## config.mk

```make
export PLATFORM = sky130hd
export DESIGN_NAME = two_party_relay_session_table_unit
export DESIGN_NICKNAME = d
export VERILOG_FILES = /design/src/design/tprst_pkg.sv /design/src/design/tprst_slot_unit.sv /design/src/design/two_party_relay_session_table_unit.sv
export SDC_FILE = /design/constraint.sdc
export NUM_CORES = 1
export LEC_CHECK = 0
export BUFFER_PORTS_ARGS = -buffer_cell sky130_fd_sc_hd__clkbuf_2
export CAP_MARGIN = 25
export CORE_ASPECT_RATIO = 1.1
export CORE_MARGIN = 2
export CORE_UTILIZATION = 52
export DETAILED_ROUTE_END_ITERATION = 6
export HOLD_SLACK_MARGIN = 0.1
export PLACE_DENSITY = 0.75
export SLEW_MARGIN = 25
export SYNTH_ARGS = -nofsm -noshare
export SYNTH_HDL_FRONTEND = slang
export SYNTH_HIERARCHICAL = 1
export SYNTH_SLANG_ARGS = --single-unit
```

## constraint.sdc

```tcl
create_clock -name i_clk -period 10 [get_ports i_clk]
set_input_delay 1.5 -clock i_clk [delete_from_list [all_inputs] [get_ports i_clk]]
set_output_delay 1.5 -clock i_clk [all_outputs]
set_load 0.05 [all_outputs]
```

## src/design/tprst_pkg.sv

```systemverilog
`timescale 1ns / 1ps
// ----------------------------------------------------------------------------
// tprst_pkg
// Shared types and codes for the two-party relay session table.
// ----------------------------------------------------------------------------
package tprst_pkg;

    localparam int ADDR_W    = 64;
    localparam int PORT_W    = 16;
    localparam int IDLE_W    = 16;
    localparam int TIMEOUT_W = 16;
    localparam int ACTION_W  = 2;
    localparam int MASK_W    = 2;

    localparam logic [TIMEOUT_W-1:0] TIMEOUT_RESET = 16'd30;
    localparam logic [IDLE_W-1:0]    IDLE_MAX      = '1;

    // result action codes
    localparam logic [ACTION_W-1:0] ACT_REFUSE  = 2'd0;
    localparam logic [ACTION_W-1:0] ACT_WAIT    = 2'd1;
    localparam logic [ACTION_W-1:0] ACT_FORWARD = 2'd2;
    localparam logic [ACTION_W-1:0] ACT_NONE    = 2'd3;

    // input kind
    localparam logic FUNC_PACKET = 1'b0;
    localparam logic FUNC_TICK   = 1'b1;

    // per-slot outcome of the shared compare / age unit
    typedef struct packed {
        logic              hit;
        logic              expired;
        logic [IDLE_W-1:0] idle_next;
    } t_slot_eval;

endpackage

```

## src/design/tprst_slot_unit.sv

```systemverilog
`timescale 1ns / 1ps
// ----------------------------------------------------------------------------
// tprst_slot_unit
// Shared per-slot unit: address match, saturating idle increment and
// timeout compare for the one slot the sequencer currently reads.
// ----------------------------------------------------------------------------
module tprst_slot_unit (
    input  logic [tprst_pkg::ADDR_W-1:0]    i_slot_addr_hi,
    input  logic [tprst_pkg::ADDR_W-1:0]    i_slot_addr_lo,
    input  logic [tprst_pkg::ADDR_W-1:0]    i_key_addr_hi,
    input  logic [tprst_pkg::ADDR_W-1:0]    i_key_addr_lo,
    input  logic [tprst_pkg::IDLE_W-1:0]    i_idle,
    input  logic [tprst_pkg::TIMEOUT_W-1:0] i_timeout,
    output tprst_pkg::t_slot_eval           o_eval
);

    logic [tprst_pkg::IDLE_W-1:0] idle_inc;

    // idle count sticks at its maximum
    assign idle_inc = (i_idle == tprst_pkg::IDLE_MAX) ? i_idle
                                                      : i_idle + 1'b1;

    always_comb begin
        o_eval.hit       = (i_slot_addr_hi == i_key_addr_hi) &&
                           (i_slot_addr_lo == i_key_addr_lo);
        o_eval.idle_next = idle_inc;
        o_eval.expired   = (idle_inc > i_timeout);
    end

endmodule

```

## src/design/two_party_relay_session_table_unit.sv

```systemverilog
`timescale 1ns / 1ps
// ----------------------------------------------------------------------------
// two_party_relay_session_table_unit
// Session table pairing datagram clients: sender lookup, slot allocation,
// peer selection on packets, and idle aging with timeout on ticks.
// ----------------------------------------------------------------------------
// channel   dir  width                 contents
// s_axis    in   tdata 144, tuser 1    arriving packet or one-second tick
// m_axis    out  tdata 152, tuser 2    relay action and destination
// apb       in   32-bit data           timeout_seconds at address 0
//
// One item passes through the sequencer states in order: the accept in
// idle, a scan of every slot in the shared compare/age unit, a resolve of
// the sender slot (packets only), a read of the peer entry (forward only)
// and the hand-off of the result to the output register.
// s_axis_tready is high only while the sequencer is idle; a result waits in
// the output register, and the next item is taken meanwhile. The hand-off
// cycle stretches while the output register is full and m_axis_tready is low.
// Reset (synchronous) frees all slots and sets the timeout to 30.
// ----------------------------------------------------------------------------
module two_party_relay_session_table_unit #(
    parameter int SLOTS = 2
) (
    input  logic         i_clk,
    input  logic         i_rst_n,
    // slave stream
    input  logic         s_axis_tvalid,
    output logic         s_axis_tready,
    // [63:0] src_addr_hi, [127:64] src_addr_lo, [143:128] src_port
    input  logic [143:0] s_axis_tdata,
    // [0] func
    input  logic [0:0]   s_axis_tuser,
    // master stream
    output logic         m_axis_tvalid,
    input  logic         m_axis_tready,
    // [0] dest_slot, [64:1] dest_addr_hi, [128:65] dest_addr_lo,
    // [144:129] dest_port, [145] new_connection, [146] session_started,
    // [148:147] timed_out_mask, [151:149] zero
    output logic [151:0] m_axis_tdata,
    // [1:0] action
    output logic [1:0]   m_axis_tuser,
    // configuration
    input  logic         psel,
    input  logic         penable,
    input  logic         pwrite,
    input  logic [2:0]   paddr,
    input  logic [31:0]  pwdata,
    output logic [31:0]  prdata,
    output logic         pready
);

    localparam int SW = (SLOTS > 1) ? $clog2(SLOTS) : 1;
    localparam int AW = tprst_pkg::ADDR_W;
    localparam int PW = tprst_pkg::PORT_W;
    localparam int IW = tprst_pkg::IDLE_W;
    localparam logic [SW-1:0] LAST_IDX = SW'(SLOTS - 1);

    typedef enum logic [4:0] {
        ST_IDLE    = 5'b00001,
        ST_SCAN    = 5'b00010,
        ST_RESOLVE = 5'b00100,
        ST_FETCH   = 5'b01000,
        ST_DONE    = 5'b10000
    } t_state;

    typedef struct packed {
        logic [tprst_pkg::ACTION_W-1:0] action;
        logic                           dest_slot;
        logic [AW-1:0]                  addr_hi;
        logic [AW-1:0]                  addr_lo;
        logic [PW-1:0]                  port;
        logic                           new_conn;
        logic                           started;
        logic [tprst_pkg::MASK_W-1:0]   mask;
    } t_result;

    // configuration
    logic [tprst_pkg::TIMEOUT_W-1:0] r_timeout;

    // slot table
    logic [SLOTS-1:0] r_active;
    logic [AW-1:0]    r_addr_hi [SLOTS];
    logic [AW-1:0]    r_addr_lo [SLOTS];
    logic [PW-1:0]    r_port    [SLOTS];
    logic [IW-1:0]    r_idle    [SLOTS];

    // sequencer
    t_state        r_state;
    logic [SW-1:0] r_idx;
    logic          r_func;
    logic [AW-1:0] r_key_hi;
    logic [AW-1:0] r_key_lo;
    logic [PW-1:0] r_key_port;
    logic          r_found;
    logic [SW-1:0] r_me;
    logic          r_ff_found;
    logic [SW-1:0] r_ff;
    logic          r_multi_free;
    logic          r_a0_found;
    logic [SW-1:0] r_a0;
    logic          r_a1_found;
    logic [SW-1:0] r_a1;
    logic [SW-1:0] r_peer;
    t_result       r_res;

    // output register
    logic          r_m_valid;
    t_result       r_m_res;

    logic                  s_xfer;
    logic                  cfg_wr;
    logic [SW-1:0]         rd_idx;
    tprst_pkg::t_slot_eval eval;
    logic                  idx_low2;
    logic                  out_free;

    // resolve-phase decisions
    logic          n_refuse;
    logic [SW-1:0] n_me;
    logic          n_peer_ok;
    logic [SW-1:0] n_peer;

    assign s_axis_tready = (r_state == ST_IDLE);
    assign s_xfer        = s_axis_tvalid && s_axis_tready;
    assign pready        = 1'b1;
    assign cfg_wr        = psel && penable && pwrite && !paddr[2];
    assign prdata        = paddr[2] ? 32'd0 : {16'd0, r_timeout};
    assign out_free      = !r_m_valid || m_axis_tready;
    assign idx_low2      = ({1'b0, r_idx} < (SW+1)'(2));

    assign rd_idx = (r_state == ST_FETCH) ? r_peer : r_idx;

    tprst_slot_unit u_slot_unit (
        .i_slot_addr_hi (r_addr_hi[rd_idx]),
        .i_slot_addr_lo (r_addr_lo[rd_idx]),
        .i_key_addr_hi  (r_key_hi),
        .i_key_addr_lo  (r_key_lo),
        .i_idle         (r_idle[rd_idx]),
        .i_timeout      (r_timeout),
        .o_eval         (eval)
    );

    always_comb begin
        n_refuse = !r_found && !r_ff_found;
        n_me     = r_found ? r_me : r_ff;
        if (r_found && (r_a0 == r_me)) begin
            n_peer_ok = r_a1_found;
            n_peer    = r_a1;
        end else begin
            n_peer_ok = r_a0_found;
            n_peer    = r_a0;
        end
    end

    // configuration register
    always_ff @(posedge i_clk) begin
        if (!i_rst_n) begin
            r_timeout <= tprst_pkg::TIMEOUT_RESET;
        end else if (cfg_wr) begin
            r_timeout <= pwdata[tprst_pkg::TIMEOUT_W-1:0];
        end
    end

    // address and port entries, written on allocation
    always_ff @(posedge i_clk) begin
        if (r_state == ST_RESOLVE && !r_found && r_ff_found) begin
            r_addr_hi[r_ff] <= r_key_hi;
            r_addr_lo[r_ff] <= r_key_lo;
            r_port[r_ff]    <= r_key_port;
        end
    end

    // idle counts: aged on a tick, cleared for the sender; every allocation
    // clears the count, so stale counts of inactive entries are never used
    always_ff @(posedge i_clk) begin
        if (r_state == ST_SCAN && r_func == tprst_pkg::FUNC_TICK && r_active[r_idx]) begin
            r_idle[r_idx] <= eval.idle_next;
        end else if (r_state == ST_RESOLVE && !n_refuse) begin
            r_idle[n_me] <= '0;
        end
    end

    // sequencer and result
    always_ff @(posedge i_clk) begin
        if (!i_rst_n) begin
            r_state   <= ST_IDLE;
            r_active  <= '0;
            r_m_valid <= 1'b0;
        end else begin
            if (r_state == ST_DONE && out_free) begin
                r_m_valid <= 1'b1;
            end else if (m_axis_tready) begin
                r_m_valid <= 1'b0;
            end
            unique case (r_state)
                ST_IDLE: begin
                    if (s_xfer) begin
                        r_func       <= s_axis_tuser[0];
                        r_key_hi     <= s_axis_tdata[63:0];
                        r_key_lo     <= s_axis_tdata[127:64];
                        r_key_port   <= s_axis_tdata[143:128];
                        r_idx        <= '0;
                        r_found      <= 1'b0;
                        r_ff_found   <= 1'b0;
                        r_multi_free <= 1'b0;
                        r_a0_found   <= 1'b0;
                        r_a1_found   <= 1'b0;
                        r_res        <= '0;
                        r_state      <= ST_SCAN;
                    end
                end
                ST_SCAN: begin
                    if (r_func == tprst_pkg::FUNC_TICK) begin
                        if (r_active[r_idx] && eval.expired) begin
                            r_active[r_idx] <= 1'b0;
                            if (idx_low2) begin
                                r_res.mask[r_idx[0]] <= 1'b1;
                            end
                        end
                    end else begin
                        if (r_active[r_idx]) begin
                            if (eval.hit && !r_found) begin
                                r_found <= 1'b1;
                                r_me    <= r_idx;
                            end
                            if (!r_a0_found) begin
                                r_a0_found <= 1'b1;
                                r_a0       <= r_idx;
                            end else if (!r_a1_found) begin
                                r_a1_found <= 1'b1;
                                r_a1       <= r_idx;
                            end
                        end else if (!r_ff_found) begin
                            r_ff_found <= 1'b1;
                            r_ff       <= r_idx;
                        end else begin
                            r_multi_free <= 1'b1;
                        end
                    end
                    if (r_idx == LAST_IDX) begin
                        if (r_func == tprst_pkg::FUNC_TICK) begin
                            r_res.action <= tprst_pkg::ACT_NONE;
                            r_state      <= ST_DONE;
                        end else begin
                            r_state <= ST_RESOLVE;
                        end
                    end else begin
                        r_idx <= r_idx + 1'b1;
                    end
                end
                ST_RESOLVE: begin
                    r_res.addr_hi <= r_key_hi;
                    r_res.addr_lo <= r_key_lo;
                    r_res.port    <= r_key_port;
                    if (n_refuse) begin
                        r_res.action <= tprst_pkg::ACT_REFUSE;
                        r_state      <= ST_DONE;
                    end else begin
                        if (!r_found) begin
                            r_active[r_ff] <= 1'b1;
                            r_res.new_conn <= 1'b1;
                            r_res.started  <= !r_multi_free;
                        end
                        if (n_peer_ok) begin
                            r_peer  <= n_peer;
                            r_state <= ST_FETCH;
                        end else begin
                            r_res.action <= tprst_pkg::ACT_WAIT;
                            r_state      <= ST_DONE;
                        end
                    end
                end
                ST_FETCH: begin
                    r_res.action    <= tprst_pkg::ACT_FORWARD;
                    r_res.dest_slot <= r_peer[0];
                    r_res.addr_hi   <= r_addr_hi[rd_idx];
                    r_res.addr_lo   <= r_addr_lo[rd_idx];
                    r_res.port      <= r_port[rd_idx];
                    r_state         <= ST_DONE;
                end
                ST_DONE: begin
                    if (out_free) begin
                        r_m_res <= r_res;
                        r_state <= ST_IDLE;
                    end
                end
                default: begin
                    r_state <= ST_IDLE;
                end
            endcase
        end
    end

    assign m_axis_tvalid = r_m_valid;
    assign m_axis_tuser  = r_m_res.action;
    assign m_axis_tdata  = {3'd0, r_m_res.mask, r_m_res.started, r_m_res.new_conn,
                            r_m_res.port, r_m_res.addr_lo, r_m_res.addr_hi,
                            r_m_res.dest_slot};

endmodule

```

==> out/qor.txt <==
Post-Synth Adder-Cell Area = 0.667%
# resized after CTS = 0
CP max stage cell = nor4_1
CTS Buffer Depth = 3
WHS = 0.406 ns
Worst Setup SP = r_state[1]
Post-Layout Cell Count = 3200
Post-Route WL = 73800 um
FP Rows = 95
Avg Inst Size Synth = 16.4 um^2
Synth Area in Simple Gates = 5.42%
Synth area leader = edfxtp_1
Post-route setup TNS = 0 ns
Placed insts = 3044
Worst hold path cell count = 0
Peak Freq = 197 MHz
Drt wl/cell = 23.1 um
Worst path depth = 13
Post-synthesis mux area share = 9.96%
Fin. Hold Viols = 0
Crit path kind = flip-flop to flip-flop
FFs w/ async S/R, synth = 0%
Die width = 240 um
Max-Cap Viols = 0
Drt via density = 5.51
Final max-slew violation count = 0
Compound-Gate Fraction of Synth Area = 3.37%
Gpl congestion = 0.826
FF+latch area = 23800 um^2
Initial antenna violation count = 11
Commonest non-fill, non-tap cell in the layout = edfxtp_1
Multi-input gate area = 7530 um^2
Vias in the first global route = 17763
Placed instance area = 34400 um^2
Crit start category = flip-flop
Die height = 264 um
Tightest Hold Check Type = flip-flop to flip-flop
Clock root cell = clkbuf_16
Post-Synthesis Cells = 1943
Syn. warnings = 6
Detailed-route via count = 17619
IO buf count = 337
Least-Margin Pin Slew = 1.08 ns
CTS tree = done
WP buf/inv = 2
Top cells by area, synth = edfxtp_1 73%, mux2i_1 4.6%, xnor2_1 3.7%, mux2_2 3.1%, o21ai_0 2.4%
# nets final = 2509
Post-synthesis sequential area ratio = 74.8%
Iteration-0 DRC Markers = 1482
Layout cells sized above 1 = 24.3%
ANT nets after route = 0
Drt drc = 0
CTS sink cnt = 802
Setup bufs post-CTS = 0
# IOs = 376
Yosys top cell area share = 73.2%
Worst Hold Endpoint = m_axis_tdata[53]
RSZ-0062 raised after global routing = no
Commonest cells after routing, fill and taps aside = 778 x edfxtp_1, 337 x clkbuf_2, 196 x nand2_1, 150 x o21ai_0, 147 x mux2i_1
Pre-CTS WS = 4.85 ns
Clock transition at the registers of the reported paths = 0.06 ns
GRT Resource Usage Total = 23.1%
Post-Synth XOR/XNOR Area = 3.82%
Worst stage delay on the critical path = 0.62 ns
Cell Area, Synth = 31900 um^2
Num CTS Buffers = 81
VDD IR-drop max = 132 uV
Initial Util = 52.4%
Period utilization = 50.7%
Seq cells post-synth = 802
Hold Startpoint = r_res[136]
Outcome = completed
Post-synth cell types = 59
Leakage = 13.0 nW
Setup violations, final = 0
Reg2Reg Depth = 13
Global-route wire length before repair = 109000 um
R2r setup slk = 4.93 ns
CP endpoint kind = flip-flop
Max FO, Critical Path = 118
Core ar. = 60900 um^2
Arrival time at the worst endpoint = 5.39 ns
Hold-fix buffer count after cts = 0
Area Growth Syn to Fin = 16.2%
Delay-heaviest family, CP = simple AND/OR/NAND/NOR gates
Critical-path cell list = nor2_1 > nand3_4 > mux2i_4 > buf_4 > buf_12 > mux2_1 > xnor2_1 > nand4_1 > nor4_1 > nand4_1 > nor2_1 > nand2_1 > a21oi_1
H-tree depth = 3
Cell area after layout = 37100 um^2
FILL cells = 4563
Largest family of logic cells by synthesized area = multiplexers
Post-synth EDFFs = 778
Setup ws final = 4.93 ns
First-pass detailed-route iteration total = 5
Critical register-to-register path endpoint = r_found
Reg2Reg Launch Point = r_state[1]
Max-Slew Margin vs Limit = 28.1%
Required @ worst endpoint = 10.32 ns
Die ar. = 63300 um^2
Pin count of the biggest net entering global routing = 145
Worst Skew = 0.0241 ns
Power per Cell Area = 191 nW/um^2
Detailed placement HPWL = 45300 um
Main synth FF type = edfxtp_1
Global route overflow = 0
Worst-Skew Late Latency = 0.62 ns
Min cycle time layout = 5.07 ns
-- power breakdown --
| part | switching (W) | leakage [nW] | total (W) | internal, W |
|---|---|---|---|---|
| clock network | 0.00124 | 1.28 | 0.00299 | 0.00175 |
| logic | 0.000169 | 4.39 | 0.000256 | 0.0000868 |
| registers | 0.0000484 | 7.35 | 0.00382 | 0.00377 |
| total | 0.00145 | 13.0 | 0.00706 | 0.00561 |
-- cells in the mapped netlist (17+ instances only) --
library cell  count
a21oi_1          30
and2_1           19
buf_2            18
buf_4            20
clkbuf_1         41
dfxtp_1          24
edfxtp_1        778
ha_1             17
inv_1            28
mux2_1           60
mux2_2           88
mux2i_1         147
nand2_1         196
nand3_1          18
nand4_1          43
nor2_1           18
nor2b_1          19
o21ai_0         150
xnor2_1         136
-- logic make-up after synthesis --
kind of cell             after synthesis
other                                  2
buffers and inverters                125
AND/OR/NAND/NOR                      358
AO/OA/AOI/OAI                        203
flip-flops                           802
multiplexers                         297
XOR/XNOR                             139
adder cells (fa/ha/maj)               17
-- registers in the layout (all words and copies together), names as in the netlist, 2 cells and up --
register,count
r_key_lo,64
r_res,151
m_axis_tuser,2
r_timeout,16
r_state,5
r_addr_hi,128
r_key_port,16
r_idle,32
r_key_hi,64
r_active,2
m_axis_tdata,149
r_addr_lo,128
r_port,32
-- metrics by stage --
| stage | util, % | total power (W) |
|---|---|---|
| CTS | 60.8 | 0.00711 |
| global placement | 56.5 | 0.00413 |
| finish | 60.9 | 0.00706 |
| global route | 60.9 | 0.00726 |
| floorplan | - | 0.00405 |
| detailed placement | 56.5 | 0.00414 |
-- how the worst max path moves through the flow --
stage                     slack [ns]         end
final                           4.93     r_found
after floorplan                 0.47  r_res[100]
after CTS                       4.77     r_found
after detailed placement        4.85     r_found
after global routing            4.74     r_found
after global placement          4.92     r_found
-- per-layer routing --
layer  vias up  track usage, %  share of wire [%]  wire (um)
li1       8018               -                  -          -
met1      8799            30.5                 41      30000
met2       668            38.3                 50      36700
met3       124            4.43                6.6       4880
met4        10            8.29                2.9       2140
met5         -               0              0.081         60
-- area by class of cell --
| type | count | share of cell area, % |
|---|---|---|
| clock inverters | 46 | 1.18 |
| well taps | 824 | 2.78 |
| repair buffers | 357 | 5.13 |
| diodes | 6 | 0.0405 |
| flip-flops and latches | 802 | 64.3 |
| multi-input cells | 1034 | 20.3 |
| inverters | 29 | 0.321 |
| clock buffers | 102 | 5.88 |
Note: power is estimated with default switching activity, not from simulation.
